## src/sv/acrlp_pkg.sv

```systemverilog
`default_nettype none
// ----------------------------------------------------------------------------
// AC entry run-length packer package
// Field widths, shared types and word formatting functions.
// ----------------------------------------------------------------------------
package acrlp_pkg;

   localparam int DC_W             = 11;
   localparam int BIN_W            = 22;
   localparam int KEY_IN_W         = 16;
   localparam int WORD_W           = 32;
   localparam int LEN_W            = 6;
   localparam int DELTA_W          = 4;
   localparam int CNT_W            = 5;
   localparam int RUN_CHUNK        = 32;
   localparam int KEY_BITS_DEFAULT = 16;
   localparam int MAX_WORDS        = 3;
   localparam int REM_W            = 2;

   typedef logic [WORD_W-1:0] word_type;

   typedef struct packed {
      logic [DC_W-1:0]     dc_first;
      logic [DC_W-1:0]     dc_second;
      logic [DC_W-1:0]     dc_third;
      logic [BIN_W-1:0]    bin_id;
      logic [KEY_IN_W-1:0] histo_key;
      logic [KEY_IN_W-1:0] ctx_key;
      logic                pass_start;
      logic                group_end;
   } item_type;

   typedef struct packed {
      logic [REM_W-1:0]               count;
      word_type [MAX_WORDS-1:0]       words;
   } burst_type;

   typedef struct packed {
      logic             run_active;
      logic             at_group_start;
      logic [LEN_W-1:0] run_len;
   } run_status_type;

   function automatic word_type make_run_word(input logic [DC_W-1:0]    b,
                                              input logic [DC_W-1:0]    c,
                                              input logic [DELTA_W-1:0] delta,
                                              input logic               continued,
                                              input logic [CNT_W-1:0]   cnt);
      return {1'b0, (continued ? {DELTA_W{1'b0}} : delta), b, c, cnt};
   endfunction

   function automatic word_type make_marker(input logic             ctx_chg,
                                            input logic             hist_chg,
                                            input logic [BIN_W-1:0] bin,
                                            input logic [DC_W-1:0]  a);
      return {1'b1, ctx_chg, hist_chg, bin, a[DC_W-1:DELTA_W]};
   endfunction

endpackage
`default_nettype wire

```

## src/sv/acrlp_req_if.sv

```systemverilog
`default_nettype none
// ----------------------------------------------------------------------------
// AC entry request channel
// Valid/ready channel that carries one ordered AC entry per transfer.
// ----------------------------------------------------------------------------
interface acrlp_req_if;
   logic                               valid;
   logic                               ready;
   logic [acrlp_pkg::DC_W-1:0]         dc_first;
   logic [acrlp_pkg::DC_W-1:0]         dc_second;
   logic [acrlp_pkg::DC_W-1:0]         dc_third;
   logic [acrlp_pkg::BIN_W-1:0]        bin_id;
   logic [acrlp_pkg::KEY_IN_W-1:0]     histo_key;
   logic [acrlp_pkg::KEY_IN_W-1:0]     ctx_key;
   logic                               pass_start;
   logic                               group_end;

   modport source (output valid, dc_first, dc_second, dc_third, bin_id, histo_key, ctx_key,
                   pass_start, group_end, input ready);
   modport sink   (input valid, dc_first, dc_second, dc_third, bin_id, histo_key, ctx_key,
                   pass_start, group_end, output ready);
endinterface
`default_nettype wire

```

## src/sv/acrlp_rsp_if.sv

```systemverilog
`default_nettype none
// ----------------------------------------------------------------------------
// Packed word response channel
// Valid/ready channel that carries one stream word per transfer.
// ----------------------------------------------------------------------------
interface acrlp_rsp_if;
   logic                          valid;
   logic                          ready;
   logic [acrlp_pkg::WORD_W-1:0]  word;
   logic                          last_of_item;

   modport source (output valid, word, last_of_item, input ready);
   modport sink   (input valid, word, last_of_item, output ready);
endinterface
`default_nettype wire

```

## src/sv/acrlp_in_stage.sv

```systemverilog
`default_nettype none
// ----------------------------------------------------------------------------
// Input register
// Holds one accepted entry until the packing logic consumes it.
// ----------------------------------------------------------------------------
module acrlp_in_stage (
   input  wire logic               clock,
   input  wire logic               reset,
   acrlp_req_if.sink               req_chan,
   input  wire logic               fire,
   output acrlp_pkg::item_type     item,
   output logic                    item_valid
);

   logic                valid_ff;
   logic                valid_in;
   acrlp_pkg::item_type item_ff;
   logic                take;

   assign req_chan.ready = ~valid_ff | fire;
   assign take           = req_chan.valid & req_chan.ready;
   assign valid_in       = take | (valid_ff & ~fire);
   assign item           = item_ff;
   assign item_valid     = valid_ff;

   always_ff @(posedge clock) begin
      if (reset) begin
         valid_ff <= 1'b0;
      end else begin
         valid_ff <= valid_in;
      end
   end

   always_ff @(posedge clock) begin
      if (take) begin
         item_ff <= '{dc_first:   req_chan.dc_first,
                      dc_second:  req_chan.dc_second,
                      dc_third:   req_chan.dc_third,
                      bin_id:     req_chan.bin_id,
                      histo_key:  req_chan.histo_key,
                      ctx_key:    req_chan.ctx_key,
                      pass_start: req_chan.pass_start,
                      group_end:  req_chan.group_end};
      end
   end

endmodule
`default_nettype wire

```

## src/sv/acrlp_core.sv

```systemverilog
`default_nettype none
// ----------------------------------------------------------------------------
// Run merge and word formation
// Keeps the open run, base and group keys, and forms up to three words for
// each entry in a single pass.
// ----------------------------------------------------------------------------
module acrlp_core #(
   parameter int KEY_BITS = acrlp_pkg::KEY_BITS_DEFAULT
) (
   input  wire logic                     clock,
   input  wire logic                     reset,
   input  wire logic                     item_valid,
   input  wire acrlp_pkg::item_type      item,
   input  wire logic                     load_ok,
   output logic                          fire,
   output acrlp_pkg::burst_type          burst,
   output acrlp_pkg::run_status_type     status
);

   localparam int KEY_W = (KEY_BITS < acrlp_pkg::KEY_IN_W) ? KEY_BITS : acrlp_pkg::KEY_IN_W;
   localparam int DC_W  = acrlp_pkg::DC_W;
   localparam int DL_W  = acrlp_pkg::DELTA_W;
   localparam int LEN_W = acrlp_pkg::LEN_W;
   localparam int CNT_W = acrlp_pkg::CNT_W;

   logic             run_active_ff, run_active_in;
   logic [DC_W-1:0]  run_a_ff, run_a_in;
   logic [DC_W-1:0]  run_b_ff, run_b_in;
   logic [DC_W-1:0]  run_c_ff, run_c_in;
   logic [LEN_W-1:0] run_len_ff, run_len_in;
   logic [DL_W-1:0]  run_delta_ff, run_delta_in;
   logic             run_cont_ff, run_cont_in;
   logic [DC_W-1:0]  base_ff, base_in;
   logic             group_start_ff, group_start_in;
   logic             prev_valid_ff, prev_valid_in;
   logic [KEY_W-1:0] prev_hist_ff, prev_hist_in;
   logic [KEY_W-1:0] prev_ctx_ff, prev_ctx_in;

   logic             act1, gs1, pv1, same, merge, chunk_full, cont, jump, mark;
   logic             hist_chg, ctx_chg, e0, e1, e2;
   logic [DC_W-1:0]  base1;
   logic [DC_W:0]    base_diff;
   logic [LEN_W-1:0] len_m1, len_nx, len_nx_m1;
   logic [DC_W-1:0]  a_nx, b_nx, c_nx;
   logic [DL_W-1:0]  delta_nx;
   logic             cont_nx;
   acrlp_pkg::word_type flush_word, cont_word, mark_word, mid_word, end_word;

   always_comb begin
      act1       = run_active_ff & ~item.pass_start;
      gs1        = group_start_ff | item.pass_start;
      pv1        = prev_valid_ff & ~item.pass_start;
      base1      = item.pass_start ? '0 : base_ff;
      same       = (item.dc_first == run_a_ff) && (item.dc_second == run_b_ff) &&
                   (item.dc_third == run_c_ff);
      merge      = act1 & ~gs1 & same;
      chunk_full = run_len_ff >= LEN_W'(acrlp_pkg::RUN_CHUNK);
      cont       = merge & chunk_full;
      len_m1     = run_len_ff - LEN_W'(1);
      base_diff  = {1'b0, item.dc_first} - {1'b0, base1};
      jump       = base_diff[DC_W] | (|base_diff[DC_W-1:DL_W]);
      mark       = ~merge & (gs1 | jump);
      hist_chg   = gs1 & pv1 & (item.histo_key[KEY_W-1:0] != prev_hist_ff);
      ctx_chg    = gs1 & pv1 & (item.ctx_key[KEY_W-1:0] != prev_ctx_ff);

      flush_word = acrlp_pkg::make_run_word(run_b_ff, run_c_ff, run_delta_ff, run_cont_ff,
                                            len_m1[CNT_W-1:0]);
      cont_word  = acrlp_pkg::make_run_word(run_b_ff, run_c_ff, run_delta_ff, run_cont_ff,
                                            CNT_W'(acrlp_pkg::RUN_CHUNK - 1));
      mark_word  = acrlp_pkg::make_marker(ctx_chg, hist_chg, item.bin_id, item.dc_first);
      mid_word   = cont ? cont_word : mark_word;

      if (merge) begin
         a_nx     = run_a_ff;
         b_nx     = run_b_ff;
         c_nx     = run_c_ff;
         len_nx   = cont ? LEN_W'(1) : run_len_ff + LEN_W'(1);
         delta_nx = run_delta_ff;
         cont_nx  = run_cont_ff | cont;
      end else begin
         a_nx     = item.dc_first;
         b_nx     = item.dc_second;
         c_nx     = item.dc_third;
         len_nx   = LEN_W'(1);
         delta_nx = mark ? item.dc_first[DL_W-1:0] : base_diff[DL_W-1:0];
         cont_nx  = 1'b0;
      end
      len_nx_m1 = len_nx - LEN_W'(1);
      end_word  = acrlp_pkg::make_run_word(b_nx, c_nx, delta_nx, cont_nx,
                                           len_nx_m1[CNT_W-1:0]);

      e0 = run_active_ff & (item.pass_start | ~merge);
      e1 = cont | mark;
      e2 = item.group_end;

      burst.count    = acrlp_pkg::REM_W'({1'b0, e0} + {1'b0, e1} + {1'b0, e2});
      burst.words[0] = e0 ? flush_word : (e1 ? mid_word : end_word);
      burst.words[1] = e0 ? (e1 ? mid_word : end_word) : end_word;
      burst.words[2] = end_word;

      fire = item_valid & load_ok;

      run_active_in  = run_active_ff;
      run_a_in       = run_a_ff;
      run_b_in       = run_b_ff;
      run_c_in       = run_c_ff;
      run_len_in     = run_len_ff;
      run_delta_in   = run_delta_ff;
      run_cont_in    = run_cont_ff;
      base_in        = base_ff;
      group_start_in = group_start_ff;
      prev_valid_in  = prev_valid_ff;
      prev_hist_in   = prev_hist_ff;
      prev_ctx_in    = prev_ctx_ff;
      if (fire) begin
         run_active_in  = ~item.group_end;
         run_a_in       = a_nx;
         run_b_in       = b_nx;
         run_c_in       = c_nx;
         run_len_in     = item.group_end ? '0 : len_nx;
         run_delta_in   = delta_nx;
         run_cont_in    = ~item.group_end & cont_nx;
         base_in        = merge ? base1 : item.dc_first;
         group_start_in = item.group_end;
         prev_valid_in  = pv1 | (gs1 & ~merge);
         if (gs1 & ~merge) begin
            prev_hist_in = item.histo_key[KEY_W-1:0];
            prev_ctx_in  = item.ctx_key[KEY_W-1:0];
         end
      end
   end

   assign status = '{run_active: run_active_ff, at_group_start: group_start_ff,
                     run_len: run_len_ff};

   always_ff @(posedge clock) begin
      if (reset) begin
         run_active_ff  <= 1'b0;
         run_a_ff       <= '0;
         run_b_ff       <= '0;
         run_c_ff       <= '0;
         run_len_ff     <= '0;
         run_delta_ff   <= '0;
         run_cont_ff    <= 1'b0;
         base_ff        <= '0;
         group_start_ff <= 1'b1;
         prev_valid_ff  <= 1'b0;
         prev_hist_ff   <= '0;
         prev_ctx_ff    <= '0;
      end else begin
         run_active_ff  <= run_active_in;
         run_a_ff       <= run_a_in;
         run_b_ff       <= run_b_in;
         run_c_ff       <= run_c_in;
         run_len_ff     <= run_len_in;
         run_delta_ff   <= run_delta_in;
         run_cont_ff    <= run_cont_in;
         base_ff        <= base_in;
         group_start_ff <= group_start_in;
         prev_valid_ff  <= prev_valid_in;
         prev_hist_ff   <= prev_hist_in;
         prev_ctx_ff    <= prev_ctx_in;
      end
   end

endmodule
`default_nettype wire

```

## src/sv/acrlp_out_buf.sv

```systemverilog
`default_nettype none
// ----------------------------------------------------------------------------
// Result word buffer
// Holds the words of one entry and hands them out one per transfer.
// ----------------------------------------------------------------------------
module acrlp_out_buf (
   input  wire logic                  clock,
   input  wire logic                  reset,
   input  wire logic                  load,
   input  wire acrlp_pkg::burst_type  burst,
   output logic                       load_ok,
   acrlp_rsp_if.source                rsp_chan
);

   localparam int REM_W = acrlp_pkg::REM_W;

   logic [REM_W-1:0]                          rem_ff, rem_in;
   acrlp_pkg::word_type [acrlp_pkg::MAX_WORDS-1:0] words_ff, words_in;
   logic                                      pop;

   assign rsp_chan.valid        = rem_ff != '0;
   assign rsp_chan.word         = words_ff[0];
   assign rsp_chan.last_of_item = rem_ff == REM_W'(1);
   assign pop                   = rsp_chan.valid & rsp_chan.ready;
   assign load_ok               = (rem_ff == '0) | ((rem_ff == REM_W'(1)) & rsp_chan.ready);

   always_comb begin
      rem_in   = rem_ff;
      words_in = words_ff;
      if (load) begin
         rem_in   = burst.count;
         words_in = burst.words;
      end else if (pop) begin
         rem_in      = rem_ff - REM_W'(1);
         words_in[0] = words_ff[1];
         words_in[1] = words_ff[2];
      end
   end

   always_ff @(posedge clock) begin
      if (reset) begin
         rem_ff <= '0;
      end else begin
         rem_ff <= rem_in;
      end
   end

   always_ff @(posedge clock) begin
      words_ff <= words_in;
   end

endmodule
`default_nettype wire

```

## src/sv/ac_entry_run_length_packer.sv

```systemverilog
`default_nettype none
// ----------------------------------------------------------------------------
// AC entry run-length packer
// Path: an entry passes the input register and the result buffer before its
// first word is offered. Throughput: one entry per cycle while entries give
// at most one word each and the output is ready; an entry with more words
// (up to three) waits while the result buffer sends one word per ready cycle.
// Reset: run closed, group start set, keys and base cleared, buffers empty.
// ----------------------------------------------------------------------------
module ac_entry_run_length_packer #(
   parameter int KEY_BITS = acrlp_pkg::KEY_BITS_DEFAULT
) (
   input  wire logic   clock,
   input  wire logic   reset,
   acrlp_req_if.sink   req_chan,
   acrlp_rsp_if.source rsp_chan
);

   acrlp_pkg::item_type       item;
   logic                      item_valid;
   logic                      fire;
   logic                      load_ok;
   acrlp_pkg::burst_type      burst;
   acrlp_pkg::run_status_type status;

   acrlp_in_stage u_in_stage (
      .clock      (clock),
      .reset      (reset),
      .req_chan   (req_chan),
      .fire       (fire),
      .item       (item),
      .item_valid (item_valid)
   );

   acrlp_core #(
      .KEY_BITS (KEY_BITS)
   ) u_core (
      .clock      (clock),
      .reset      (reset),
      .item_valid (item_valid),
      .item       (item),
      .load_ok    (load_ok),
      .fire       (fire),
      .burst      (burst),
      .status     (status)
   );

   acrlp_out_buf u_out_buf (
      .clock    (clock),
      .reset    (reset),
      .load     (fire),
      .burst    (burst),
      .load_ok  (load_ok),
      .rsp_chan (rsp_chan)
   );

   // A group end closes the run and arms the next group.
   a_group_end_closes: assert property (@(posedge clock) disable iff (reset)
      (fire && item.group_end) |=> (status.at_group_start && !status.run_active))
      else $error("run still open after group end");

   a_run_len_range: assert property (@(posedge clock) disable iff (reset)
      status.run_active |-> ((status.run_len != '0) &&
                             (status.run_len <= acrlp_pkg::LEN_W'(acrlp_pkg::RUN_CHUNK))))
      else $error("open run length out of range");

   // Three words need a flush, a marker and a group end flush.
   a_three_words_need_end: assert property (@(posedge clock) disable iff (reset)
      (fire && (burst.count == acrlp_pkg::REM_W'(acrlp_pkg::MAX_WORDS))) |-> item.group_end)
      else $error("three words without group end");

endmodule
`default_nettype wire

```

## src/flat_wrapper.sv

```systemverilog
// flat-port wrapper written by rule: the top's interface ports become plain ports
module ac_entry_run_length_packer_flat 
#(
   parameter int KEY_BITS = acrlp_pkg::KEY_BITS_DEFAULT
)
  (clock, reset, req_chan_valid, req_chan_dc_first, req_chan_dc_second, req_chan_dc_third, req_chan_bin_id, req_chan_histo_key, req_chan_ctx_key, req_chan_pass_start, req_chan_group_end, req_chan_ready, rsp_chan_valid, rsp_chan_word, rsp_chan_last_of_item, rsp_chan_ready);
  acrlp_req_if req_chan_i ();
  acrlp_rsp_if rsp_chan_i ();
  input  wire logic clock;
  input  wire logic reset;
  input wire logic [$bits(req_chan_i.valid)-1:0] req_chan_valid;
  input wire logic [$bits(req_chan_i.dc_first)-1:0] req_chan_dc_first;
  input wire logic [$bits(req_chan_i.dc_second)-1:0] req_chan_dc_second;
  input wire logic [$bits(req_chan_i.dc_third)-1:0] req_chan_dc_third;
  input wire logic [$bits(req_chan_i.bin_id)-1:0] req_chan_bin_id;
  input wire logic [$bits(req_chan_i.histo_key)-1:0] req_chan_histo_key;
  input wire logic [$bits(req_chan_i.ctx_key)-1:0] req_chan_ctx_key;
  input wire logic [$bits(req_chan_i.pass_start)-1:0] req_chan_pass_start;
  input wire logic [$bits(req_chan_i.group_end)-1:0] req_chan_group_end;
  output wire logic [$bits(req_chan_i.ready)-1:0] req_chan_ready;
  output wire logic [$bits(rsp_chan_i.valid)-1:0] rsp_chan_valid;
  output wire logic [$bits(rsp_chan_i.word)-1:0] rsp_chan_word;
  output wire logic [$bits(rsp_chan_i.last_of_item)-1:0] rsp_chan_last_of_item;
  input wire logic [$bits(rsp_chan_i.ready)-1:0] rsp_chan_ready;
  assign req_chan_i.valid = req_chan_valid;
  assign req_chan_i.dc_first = req_chan_dc_first;
  assign req_chan_i.dc_second = req_chan_dc_second;
  assign req_chan_i.dc_third = req_chan_dc_third;
  assign req_chan_i.bin_id = req_chan_bin_id;
  assign req_chan_i.histo_key = req_chan_histo_key;
  assign req_chan_i.ctx_key = req_chan_ctx_key;
  assign req_chan_i.pass_start = req_chan_pass_start;
  assign req_chan_i.group_end = req_chan_group_end;
  assign req_chan_ready = req_chan_i.ready;
  assign rsp_chan_valid = rsp_chan_i.valid;
  assign rsp_chan_word = rsp_chan_i.word;
  assign rsp_chan_last_of_item = rsp_chan_i.last_of_item;
  assign rsp_chan_i.ready = rsp_chan_ready;
  ac_entry_run_length_packer #(.KEY_BITS(KEY_BITS)) u_core (.clock(clock), .reset(reset), .req_chan(req_chan_i), .rsp_chan(rsp_chan_i));
endmodule
```

## config.mk

```make
export PLATFORM = sky130hd
export DESIGN_NAME = ac_entry_run_length_packer_flat
export DESIGN_NICKNAME = d
export VERILOG_FILES = /design/src/sv/acrlp_pkg.sv /design/src/sv/acrlp_req_if.sv /design/src/sv/acrlp_rsp_if.sv /design/src/sv/acrlp_in_stage.sv /design/src/sv/acrlp_core.sv /design/src/sv/acrlp_out_buf.sv /design/src/sv/ac_entry_run_length_packer.sv /design/src/flat_wrapper.sv
export SDC_FILE = /design/constraint.sdc
export NUM_CORES = 1
export LEC_CHECK = 0
export ABC_AREA = 1
export BUFFER_PORTS_ARGS = -buffer_cell sky130_fd_sc_hd__buf_2
export CAP_MARGIN = 10
export CORE_AREA = 2 2 154 268
export DETAILED_ROUTE_END_ITERATION = 7
export DIE_AREA = 0 0 156 270
export GPL_ROUTABILITY_DRIVEN = 0
export HOLD_SLACK_MARGIN = 0.03
export PLACE_DENSITY = 0.58
export SETUP_SLACK_MARGIN = 0.5
export SLEW_MARGIN = 20
export SYNTH_ARGS = -nofsm -noshare
export SYNTH_HDL_FRONTEND = slang
export SYNTH_SLANG_ARGS = --single-unit
```

## constraint.sdc

```tcl
create_clock -name clock -period 8.71 [get_ports clock]
set_clock_uncertainty 0.15 [all_clocks]
set_input_delay 0.871 -clock clock [delete_from_list [all_inputs] [get_ports clock]]
set_output_delay 0.871 -clock clock [all_outputs]
set_load 0.05 [all_outputs]
```

# Word level (Yosys, flattened, before mapping)
# Index checks and enable logic that the tools add are counted.
dict set report word_totals {
  register_bits 277
  input_bits 93
  out_inout_bits 35
  word_cells 100
}
dict set report classes {
  n_addsub 7
  n_lt_le_gt_ge 1
  n_eq_ne 6
  n_mux 20
  n_bitwise 33
  reduce_logical 8
}
# cell count
set ops {}
lappend ops {{2-to-1 mux 32 bit} 4}
lappend ops {{2-to-1 mux 64 bit} 2}
lappend ops {{2-to-1 mux 11 bit} 4}
lappend ops {{equality test 11 bit} 3}
lappend ops {{inequality test 16 bit} 2}
lappend ops {{2-to-1 mux 6 bit} 3}
lappend ops {{AND 1 bit} 17}
lappend ops {{2-to-1 mux 4 bit} 4}
lappend ops {{subtractor 11 x 11 -> 12 bit} 1}
lappend ops {{OR 1 bit} 10}
lappend ops {{subtractor 5 x 1 -> 5 bit, second input constant} 2}
lappend ops {{OR reduction 7 bit} 1}
lappend ops {{adder 6 x 1 -> 6 bit, second input constant} 1}
lappend ops {{>= comparator 6 bit, second input constant} 1}
lappend ops {{inverter 1 bit} 6}
lappend ops {{2-to-1 mux 2 bit} 2}
lappend ops {{AND reduction 2 bit} 2}
lappend ops {{nonzero test 2 bit} 2}
lappend ops {{adder 1 x 1 -> 2 bit} 1}
lappend ops {{adder 2 x 1 -> 2 bit} 1}
lappend ops {{equality test 2 x 1 -> 1 bit, second input constant} 1}
lappend ops {{logical AND 1 bit} 2}
lappend ops {{zero test 2 bit} 1}
lappend ops {{subtractor 2 x 1 -> 2 bit, second input constant} 1}
lappend ops {{2-to-1 mux 1 bit} 1}

# Longest topological paths before layout
# Gate-level depths: netlist (run 1).
dict set report depth {
  depth_word 12
  mapped_depth 23
  mapped_depth_nobuf 22
}

# Cells and area by module
# A second synthesis (run 1) with hierarchy kept.
dict set report hier_totals {
  cells_unflattened 1598
  area_unflattened_um2 13693.1
}
# module n_inst cells_each area_per_inst_um2 seq_area_each_um2
set by_module_without_submodules {}
lappend by_module_without_submodules {acrlp_core 1 1141 6847.8 1801.7}
lappend by_module_without_submodules {acrlp_out_buf 1 362 4125.2 2922.8}
lappend by_module_without_submodules {acrlp_in_stage 1 95 2720.1 2692.6}

# Least setup slack after synthesis (run 1)
# No wires, ideal clock.
dict set report synth_timing {
  kind {reg2reg}
  from {reg u_core.u_out_buf.rem_ff[0]}
  to {reg u_core.u_in_stage.item_ff (netlist bit u_core.u_in_stage.item[0]), enable pin}
  setup_ns 0.443
  t_arrival_ns 3.222
  required_time_ns 8.117
  slack_ns 4.895
  stages_incl_launch_ff 6
  n_path_buf 0
  period_less_slack_ns 3.815
  cell_sequence {dfxtp_1 > ha_1 > a21oi_1 > nand2_1 > nand2_1 > inv_1}
}
dict set report synth_via {
  elab_chain_cells 6
  elab_cells_between_ends 7
  cone_classes {eq/ne (1); bitwise (5); reduce/logical (1)}
}
# element line_no
set synth_lines {}
lappend synth_lines {{start, declared} acrlp_out_buf.sv:17} ;# logic [REM_W-1:0] rem_ff, rem_in;
lappend synth_lines {{start signal, assigned} acrlp_out_buf.sv:44} ;# rem_ff <= rem_in;
lappend synth_lines {{equality test 2 x 1 -> 1 bit} --}
lappend synth_lines {{named net rsp_chan_last_of_item} flat_wrapper.sv:23} ;# output wire logic [$bits(rsp_chan_i.last_of_item)-1:0] rsp_chan_last_of_item;
lappend synth_lines {{AND 1 bit} acrlp_out_buf.sv:25} ;# assign load_ok = (rem_ff == '0) | ((rem_ff == REM_W'(1)) & rsp_chan.ready);
lappend synth_lines {{OR 1 bit} acrlp_out_buf.sv:25}
lappend synth_lines {{AND 1 bit} acrlp_core.sv:101} ;# fire = item_valid & load_ok;
lappend synth_lines {{OR 1 bit} acrlp_in_stage.sv:20} ;# assign req_chan.ready = ~valid_ff | fire;
lappend synth_lines {{named net req_chan_ready} flat_wrapper.sv:20} ;# output wire logic [$bits(req_chan_i.ready)-1:0] req_chan_ready;
lappend synth_lines {{AND 1 bit} acrlp_in_stage.sv:21} ;# assign take = req_chan.valid & req_chan.ready;
lappend synth_lines {{named net u_core.u_in_stage.take} acrlp_in_stage.sv:18} ;# logic take;
lappend synth_lines {{end signal, assigned} acrlp_in_stage.sv:36} ;# item_ff <= '{dc_first: req_chan.dc_first,
lappend synth_lines {{end, declared} acrlp_in_stage.sv:17} ;# acrlp_pkg::item_type item_ff;
# The timed path passes the listed nets, and every way through them passes these cells.
# A chain may end at the register's enable or synchronous reset.

# Worst setup path in the final report (run 1)
dict set report layout_timing {
  from {reg u_core.u_in_stage.item_ff (netlist bit u_core.u_in_stage.item[1])}
  to {reg u_core.u_out_buf.rem_ff[0]}
}
dict set report layout_via {
  elab_chain_cells 10
  elab_cells_between_ends 20
  cone_classes {add/sub (3); mux (2); bitwise (14); reduce/logical (1)}
}
# element line_no
set layout_lines {}
lappend layout_lines {{2-to-1 mux 11 bit, or another cell as far along} acrlp_core.sv:53} ;# base1 = item.pass_start ? '0 : base_ff;
lappend layout_lines {{subtractor 11 x 11 -> 12 bit, or another cell as far along} acrlp_core.sv:60} ;# base_diff = {1'b0, item.dc_first} - {1'b0, base1};
lappend layout_lines {{OR reduction 7 bit or AND 1 bit (tied branches)} {acrlp_core.sv:61, acrlp_core.sv:56}}
lappend layout_lines {{OR 1 bit or AND 1 bit (tied branches)} {acrlp_core.sv:61, acrlp_core.sv:56}}
lappend layout_lines {{OR 1 bit or inverter 1 bit (tied branches)} --}
lappend layout_lines {{AND 1 bit or OR 1 bit (tied branches)} {acrlp_core.sv:62, acrlp_core.sv:92}}
lappend layout_lines {{OR 1 bit or AND 1 bit (tied branches)} {acrlp_core.sv:93, acrlp_core.sv:92}}
lappend layout_lines {{adder 1 x 1 -> 2 bit *} acrlp_core.sv:96} ;# burst.count = acrlp_pkg::REM_W'({1'b0, e0} + {1'b0, e1} + {1'b0, e2});
lappend layout_lines {{adder 2 x 1 -> 2 bit *} acrlp_core.sv:96}
lappend layout_lines {{2-to-1 mux 2 bit *} acrlp_out_buf.sv:30} ;# if (load) begin
# Every way passes the cells marked *; elsewhere a longest branch is shown, timed or not.

==> results.toml, run 1 <==
[outcome]
status = "completed"

[clock_network]
post_cts_buffers = 0
cts-buffers-inserted = 29
ctsResizeCount = 0
root_buffer = "clkbuf_16"
clk_pin_slew_ns = 0.06
cts_hold_buf = 0
cts_htree_levels = 1
clock_sink_count = 277
cts_buffer_depth = 3
insertion_delay_ns = 0.57
cts_tree = "done"

[setup_path]
critPathLaunchType = "flop"
crit_path_frequent_cell = "nand2_1"
cp.required_ns = 8.99
path_max_fanout = 49
critPathKind = "reg2reg"
cpLargestDelayFamily = "simple AND/OR/NAND/NOR gates"
setup.worst_path.end_class = "flop"
critPathMaxStageDelay_ns = 0.56
cp_num_buf_inv = 3
crit_slowest_cell = "fa_1"
critical_path_arrival_ns = 4.42
crit_chain = "clkinv_1, nand2_1, inv_1, fa_1, inv_1, nand3_1, nand2_1, nand2_1, nand2_1, nand2_1, nand2_1, nand2_1, nor2_4, nand3_4, nand2_4, nand2_4, fa_1, o21ai_0, a21oi_1"

[logic_synthesis]
synth_warnings = 0
synth_cell_type_count = 51
synthFlopType = "edfxtp_1"
ys_ff_latch = 277
synth.avg_cell_area_um2 = 8.500
syn-instance-count = 1624
synth-compound-area-share_pct = 10.96
yosysSeqAreaShare_pct = 53.51
synth_xor_area_share_pct = 2.538
synthArstFlopShare_pct = 0
synth.mux.area_fraction_pct = 0
synth-edff-count = 184
syn_area_mm2 = 0.01380
syn-num-nets = 1737
synth_simple_gate_area_share_pct = 20.74
synth_top_family_by_area = "simple AND/OR/NAND/NOR gates"
synth-adder-area-share_pct = 1.922

[hold_path]
min_path_type = "reg2reg"

[floorplan]
die_w_um = 156
io_pins = 128
start_util_pct = 34.57
die_area_mm2 = 0.04212
dieHeight_um = 270
core_area_mm2 = 0.03993
rows = 97

[power]
p_switching_mw = 1.441
finalPower_mw = 4.215
power_density_mw_per_mm2 = 270.5
swShare_pct = 34.20
clockPowerShare_pct = 30.3
internal_power_mw = 2.774
irDropWorstVdd_mv = 0.1583
combPwrFrac_pct = 26.0
p_seq_share_pct = 43.7
p_leak_nw = 6.491

[placed_design]
placement.io_buffers = 127
dp_hpwl_mm = 25.36
pre_cts_slack_ns = 4.481

[global_route]
grt_max_degree = 79
grt_overflow = 0
antenna_found_initial = 0
grt_pass1_wl_mm = 56.18
grt_pass1_vias = 10570
track_usage_pct = 16.96

[cells_and_area]
final_common_cell = "nand2_1"
layout_common_cells = "490 x nand2_1, 204 x inv_1, 184 x edfxtp_1"
finish.utilization_pct = 39.02
syn_to_final_growth_pct = 12.87
drive_above_1_share_pct = 13.75
nNetsFinal = 1799
diodes = 0

[sta]
setup_slack_ns = 4.575
final_max_slew_viol_count = 0
hold_viol_final = 0
setup_violations = 0
maxSlewHeadroom_pct = 37.20
rsz0062_at_grt = "no"
tns_ns = 0
fin_crit_ns = 4.135
fmax_ghz = 0.2418
finalCritPeriodShare_pct = 47.48
tightest_slew_ns = 0.9420

[detailed_routing]
drtIter0Drc = 624
first_pass_iters = 5
drtAntennaViolNets = 0
num_vias = 10700
wl_mm = 35.92
drc_errors = 0
routedWlPerCell_um = 16.30
vias_per_cell = 4.855

[job]
drv_cap = 0
power groups by stage:
| stage | registers [mW] | logic [mW] | clock network (mW) |
|---|---|---|---|
| final | 1.84 | 1.09 | 1.28 |
| after global routing | 1.87 | 1.22 | 1.36 |
| after CTS | 1.84 | 1.11 | 1.31 |
| after detailed placement | 1.87 | 1.10 | 0 |
| after global placement | 1.86 | 1.09 | 0 |
| after floorplan | 1.84 | 0.895 | 0 |
kinds of logic (layout without fill, tap and decap cells):
logic type / after synthesis / count (layout)
AND/OR/NAND/NOR: 686 / 686
buffers and inverters: 330 / 415
flip-flops: 277 / 277
AO/OA/AOI/OAI: 271 / 271
XOR/XNOR: 40 / 40
adder cells (fa/ha/maj): 20 / 20
layout make-up:
| type | count | area, um^2 |
|---|---|---|
| Multi-Input combinational cell | 1017 | 5015 |
| Sequential cell | 277 | 7387 |
| Inverter | 221 | 830.8 |
| Clock inverter | 17 | 200.2 |
| Timing Repair Buffer | 140 | 753.2 |
| Fill cell | 3943 | 24350 |
| Tap cell | 495 | 619.3 |
| Clock buffer | 37 | 775.7 |
through the flow:
stage          std cells  hold slack, ns  area (um^2)
2_1_floorplan       1624          0.2855        13800
4_1_cts             2203          0.3017        15550
5_1_grt             2204          0.2950        15580
3_5_place_dp        2149          0.2995        14580
6_report            2204          0.3035        15580
3_3_place_gp        2149          0.2922        14580
synth_stat cells (2+ instances only):
library cell | count | area share, %
o211ai_1 | 26 | 1.4
o21ai_2 | 7 | 0.44
o21ai_0 | 97 | 3.5
dfxtp_1 | 93 | 13
nand2_2 | 3 | 0.14
xor2_1 | 23 | 1.5
a21oi_1 | 102 | 3.7
inv_1 | 206 | 5.6
a31oi_1 | 2 | 0.091
inv_2 | 13 | 0.35
nor3_1 | 10 | 0.36
or2_2 | 6 | 0.27
o31ai_1 | 2 | 0.11
fa_1 | 2 | 0.29
nand4_1 | 25 | 1.1
o21ai_1 | 18 | 0.65
o21bai_1 | 3 | 0.16
buf_4 | 35 | 1.9
a21boi_0 | 3 | 0.16
xnor2_1 | 17 | 1.1
a221oi_1 | 2 | 0.13
nand3b_1 | 3 | 0.16
clkinv_1 | 2 | 0.054
edfxtp_1 | 184 | 40
nand2_1 | 491 | 13
and2_1 | 5 | 0.23
nand3_1 | 56 | 2.0
nor2_2 | 7 | 0.32
nor4_1 | 3 | 0.14
clkbuf_1 | 54 | 1.5
buf_1 | 2 | 0.054
nor2_4 | 3 | 0.24
ha_1 | 18 | 1.6
nor3b_1 | 2 | 0.11
nand2_4 | 3 | 0.24
buf_2 | 14 | 0.51
buf_6 | 3 | 0.24
nor2_1 | 66 | 1.8
routing by layer:
metal	GRT usage, %	share of wire [%]
met1	18.01	37
met2	31.85	53
met3	2.407	4.4
met4	8.957	5.4
met5	0	0
worst paths after layout:
check,start,slack (ns),endpoint,cells past startpoint
worst max-delay path,u_core.u_in_stage.item[1],4.57,u_core.u_out_buf.rem_ff[0],19
worst min-delay path,u_core.u_core.prev_ctx_ff[8],0.30,u_core.u_core.prev_ctx_ff[8],2
worst max register to register,u_core.u_in_stage.item[1],4.57,u_core.u_out_buf.rem_ff[0],19
worst min register to register,u_core.u_core.prev_ctx_ff[8],0.30,u_core.u_core.prev_ctx_ff[8],2
sequential cells by signal (all words and copies together) (netlist names):
register	flops
u_core.u_in_stage.item	89
u_core.u_out_buf.words_ff	63
u_core.u_out_buf.rsp_chan.word	32
u_core.u_core.prev_ctx_ff	16
u_core.u_core.prev_hist_ff	16
u_core.u_core.base_ff	11
u_core.u_core.run_a_ff	11
u_core.u_core.run_b_ff	11
u_core.u_core.run_c_ff	11
u_core.u_core.run_len_ff	6
u_core.u_core.run_delta_ff	4
u_core.u_out_buf.rem_ff	2
u_core.u_core.group_start_ff	1
u_core.u_core.prev_valid_ff	1
u_core.u_core.run_active_ff	1
u_core.u_core.run_cont_ff	1
u_core.u_in_stage.item_valid	1
worst reg2reg max path, stage by stage (launching register included):
cell and delay, ns:
edfxtp_1 0.50, clkinv_1 0.34, nand2_1 0.19, inv_1 0.08
fa_1 0.46, inv_1 0.14, nand3_1 0.10, nand2_1 0.12
nand2_1 0.08, nand2_1 0.06, nand2_1 0.04, nand2_1 0.08
nand2_1 0.11, nor2_4 0.13, nand3_4 0.12, nand2_4 0.12
nand2_4 0.35, fa_1 0.59, o21ai_0 0.19, a21oi_1 0.06
Power figures use the tool's default switching activity.
==> inputs of run 2 (changes only) <==
==> constraint.sdc (replaced) <==
create_clock -name clock -period 4.03 [get_ports clock]
set_clock_uncertainty 0.15 [all_clocks]
set_input_delay 0.403 -clock clock [delete_from_list [all_inputs] [get_ports clock]]
set_output_delay 0.403 -clock clock [all_outputs]
set_load 0.05 [all_outputs]
==> run 2 against run 1 <==
  * Sequential cell count unchanged
  * Wire length grew 1.3%
  * Total power grew 120%
  * Final cell count grew 4.6%
  * Register-to-register slack got worse by 3.9 ns
  * Core utilization grew 3.0 points
  * Sequential power rose by 120%
  * Via count is 4.3% higher
  * Setup slack lost 3.9 ns
  * Combinational power up 130%
  * Worst hold slack worse by 0.22 ns
  * Clock power increased by 120%
  * Largest power group unchanged
==> results.toml, run 2 (synthesized netlist as in run 1, its figures left out) <==
[setup_path]
setup.worst_path.end_class = "flop"
critPathLaunchType = "flop"
path_max_fanout = 5
cp.required_ns = 4.21
critical_path_arrival_ns = 3.57
critPathKind = "reg2reg"

[detailed_routing]
vias_per_cell = 4.842
drtIter0Drc = 527
first_pass_iters = 7
num_vias = 11160
drtAntennaViolNets = 0
wl_mm = 36.37
routedWlPerCell_um = 15.78
drc_errors = 0

[cells_and_area]
final_common_cell = "nand2_1"
fillers = 3826
diodes = 0
largest_reg_flops = 89
multi_input_area_mm2 = 0.005171
syn_to_final_growth_pct = 21.58
layout_common_cells = "484 x nand2_1, 202 x inv_1, 184 x edfxtp_1"
drive_above_1_share_pct = 15.25
nNetsFinal = 1901
fin_area_mm2 = 0.01678
seq_area_mm2 = 0.007387

[placed_design]
pre_cts_slack_ns = 0.2608
placement.io_buffers = 127
dp_hpwl_mm = 25.02
place_area_mm2 = 0.01468

[global_route]
antenna_found_initial = 0
grt_pass1_vias = 10950
track_usage_pct = 16.83
grt_pass1_wl_mm = 56.11
grt_max_degree = 86
grt_overflow = 0

[sta]
tns_ns = 0
finalCritPeriodShare_pct = 84.17
final_max_slew_viol_count = 0
rsz0062_at_grt = "no"
fin_crit_ns = 3.392
setup_violations = 0
fmax_ghz = 0.2948
tightest_slew_ns = 1.042
hold_viol_final = 0
maxSlewHeadroom_pct = 30.47
setup_slack_ns = 0.6381

[floorplan]
core_area_mm2 = 0.03993
die_w_um = 156
start_util_pct = 34.57
io_pins = 128
die_area_mm2 = 0.04212
rows = 97
dieHeight_um = 270

[clock_network]
cts_buffer_depth = 3
root_buffer = "clkbuf_16"
cts-buffers-inserted = 28
cts_tree = "done"
cts_htree_levels = 1
clock_sink_count = 277
insertion_delay_ns = 0.58
clk_pin_slew_ns = 0.06

[power]
irDropWorstVdd_mv = 0.4029
p_leak_nw = 6.948
power_density_mw_per_mm2 = 551.7

[job]
drv_cap = 0

[hold_path]
min_path_type = "in2reg"

[outcome]
status = "completed"
[run 2: area by class of cell]
class | instances | share of cell area, %
sequential | 277 | 44.01
timing repair inverter | 1 | 0.04473
multi-input combinational | 1017 | 30.81
inverter | 221 | 4.980
timing repair buffer | 242 | 10.67
clock inverter | 16 | 1.074
tap | 495 | 3.690
clock buffer | 36 | 4.719
[run 2: final timing paths]
path                                   from                              to  slack, ns  depth (start not counted)
max               u_core.u_in_stage.item[1]   u_core.u_out_buf.words_ff[59]       0.64                         15
min                          rsp_chan_ready    u_core.u_in_stage.item_valid       0.09                          4
max reg2reg       u_core.u_in_stage.item[1]   u_core.u_out_buf.words_ff[59]       0.64                         15
min reg2reg  u_core.u_core.prev_hist_ff[10]  u_core.u_core.prev_hist_ff[10]       0.31                          2
[run 2: metrics by stage]
stage | util (%) | hold slack, ns | cells | power, mW
after floorplan | - | 0.2855 | 1624 | 5.898
after global placement | 36.75 | 0.2944 | 2155 | 6.396
after detailed placement | 36.75 | 0.2994 | 2155 | 6.458
after CTS | 41.49 | 0.07567 | 2299 | 9.324
after global routing | 42.03 | 0.1223 | 2305 | 9.766
final | 42.03 | 0.08741 | 2305 | 9.260
[run 2: power breakdown]
group	switching [mW]	internal [mW]	total (mW)	leakage, nW
Sequential	0.280	3.72	4.00	2.53
Combinational	1.74	0.756	2.49	3.96
Clock	1.17	1.59	2.76	0.465
Total	3.19	6.07	9.26	6.95
[run 2: critical path, cell delays in order (launching register included)]
cell	delay (ns)
edfxtp_1	0.52
clkinvlp_4	0.15
buf_4	0.13
nand2_1	0.05
ha_1	0.37
nand2_1	0.11
nor2_2	0.17
nand3_1	0.15
nand4_1	0.15
nand2_1	0.11
nor3_1	0.24
nand2_1	0.14
a21oi_1	0.36
nand3_1	0.16
nand3_1	0.10
nand2_1	0.06
[run 2: per-layer routing]
layer  vias up  track usage (%)  wire (um)
met5         -                0          0
met4         0            9.078       1857
met3        89            2.182       1530
met2       280            31.50      19150
met1      5223            18.02      13830
li1       5569                -          -
[run 2: repair_timing]
action | CTS | global route
pin swaps | 0 | 4
endpoints found under the setup margin | 53 | 56
hold buffers | 90 | 0
setup buffers | 2 | 5
hold endpoints to repair | 90 | 0
cloned | 0 | 1
gates resized for setup | 2 | 34
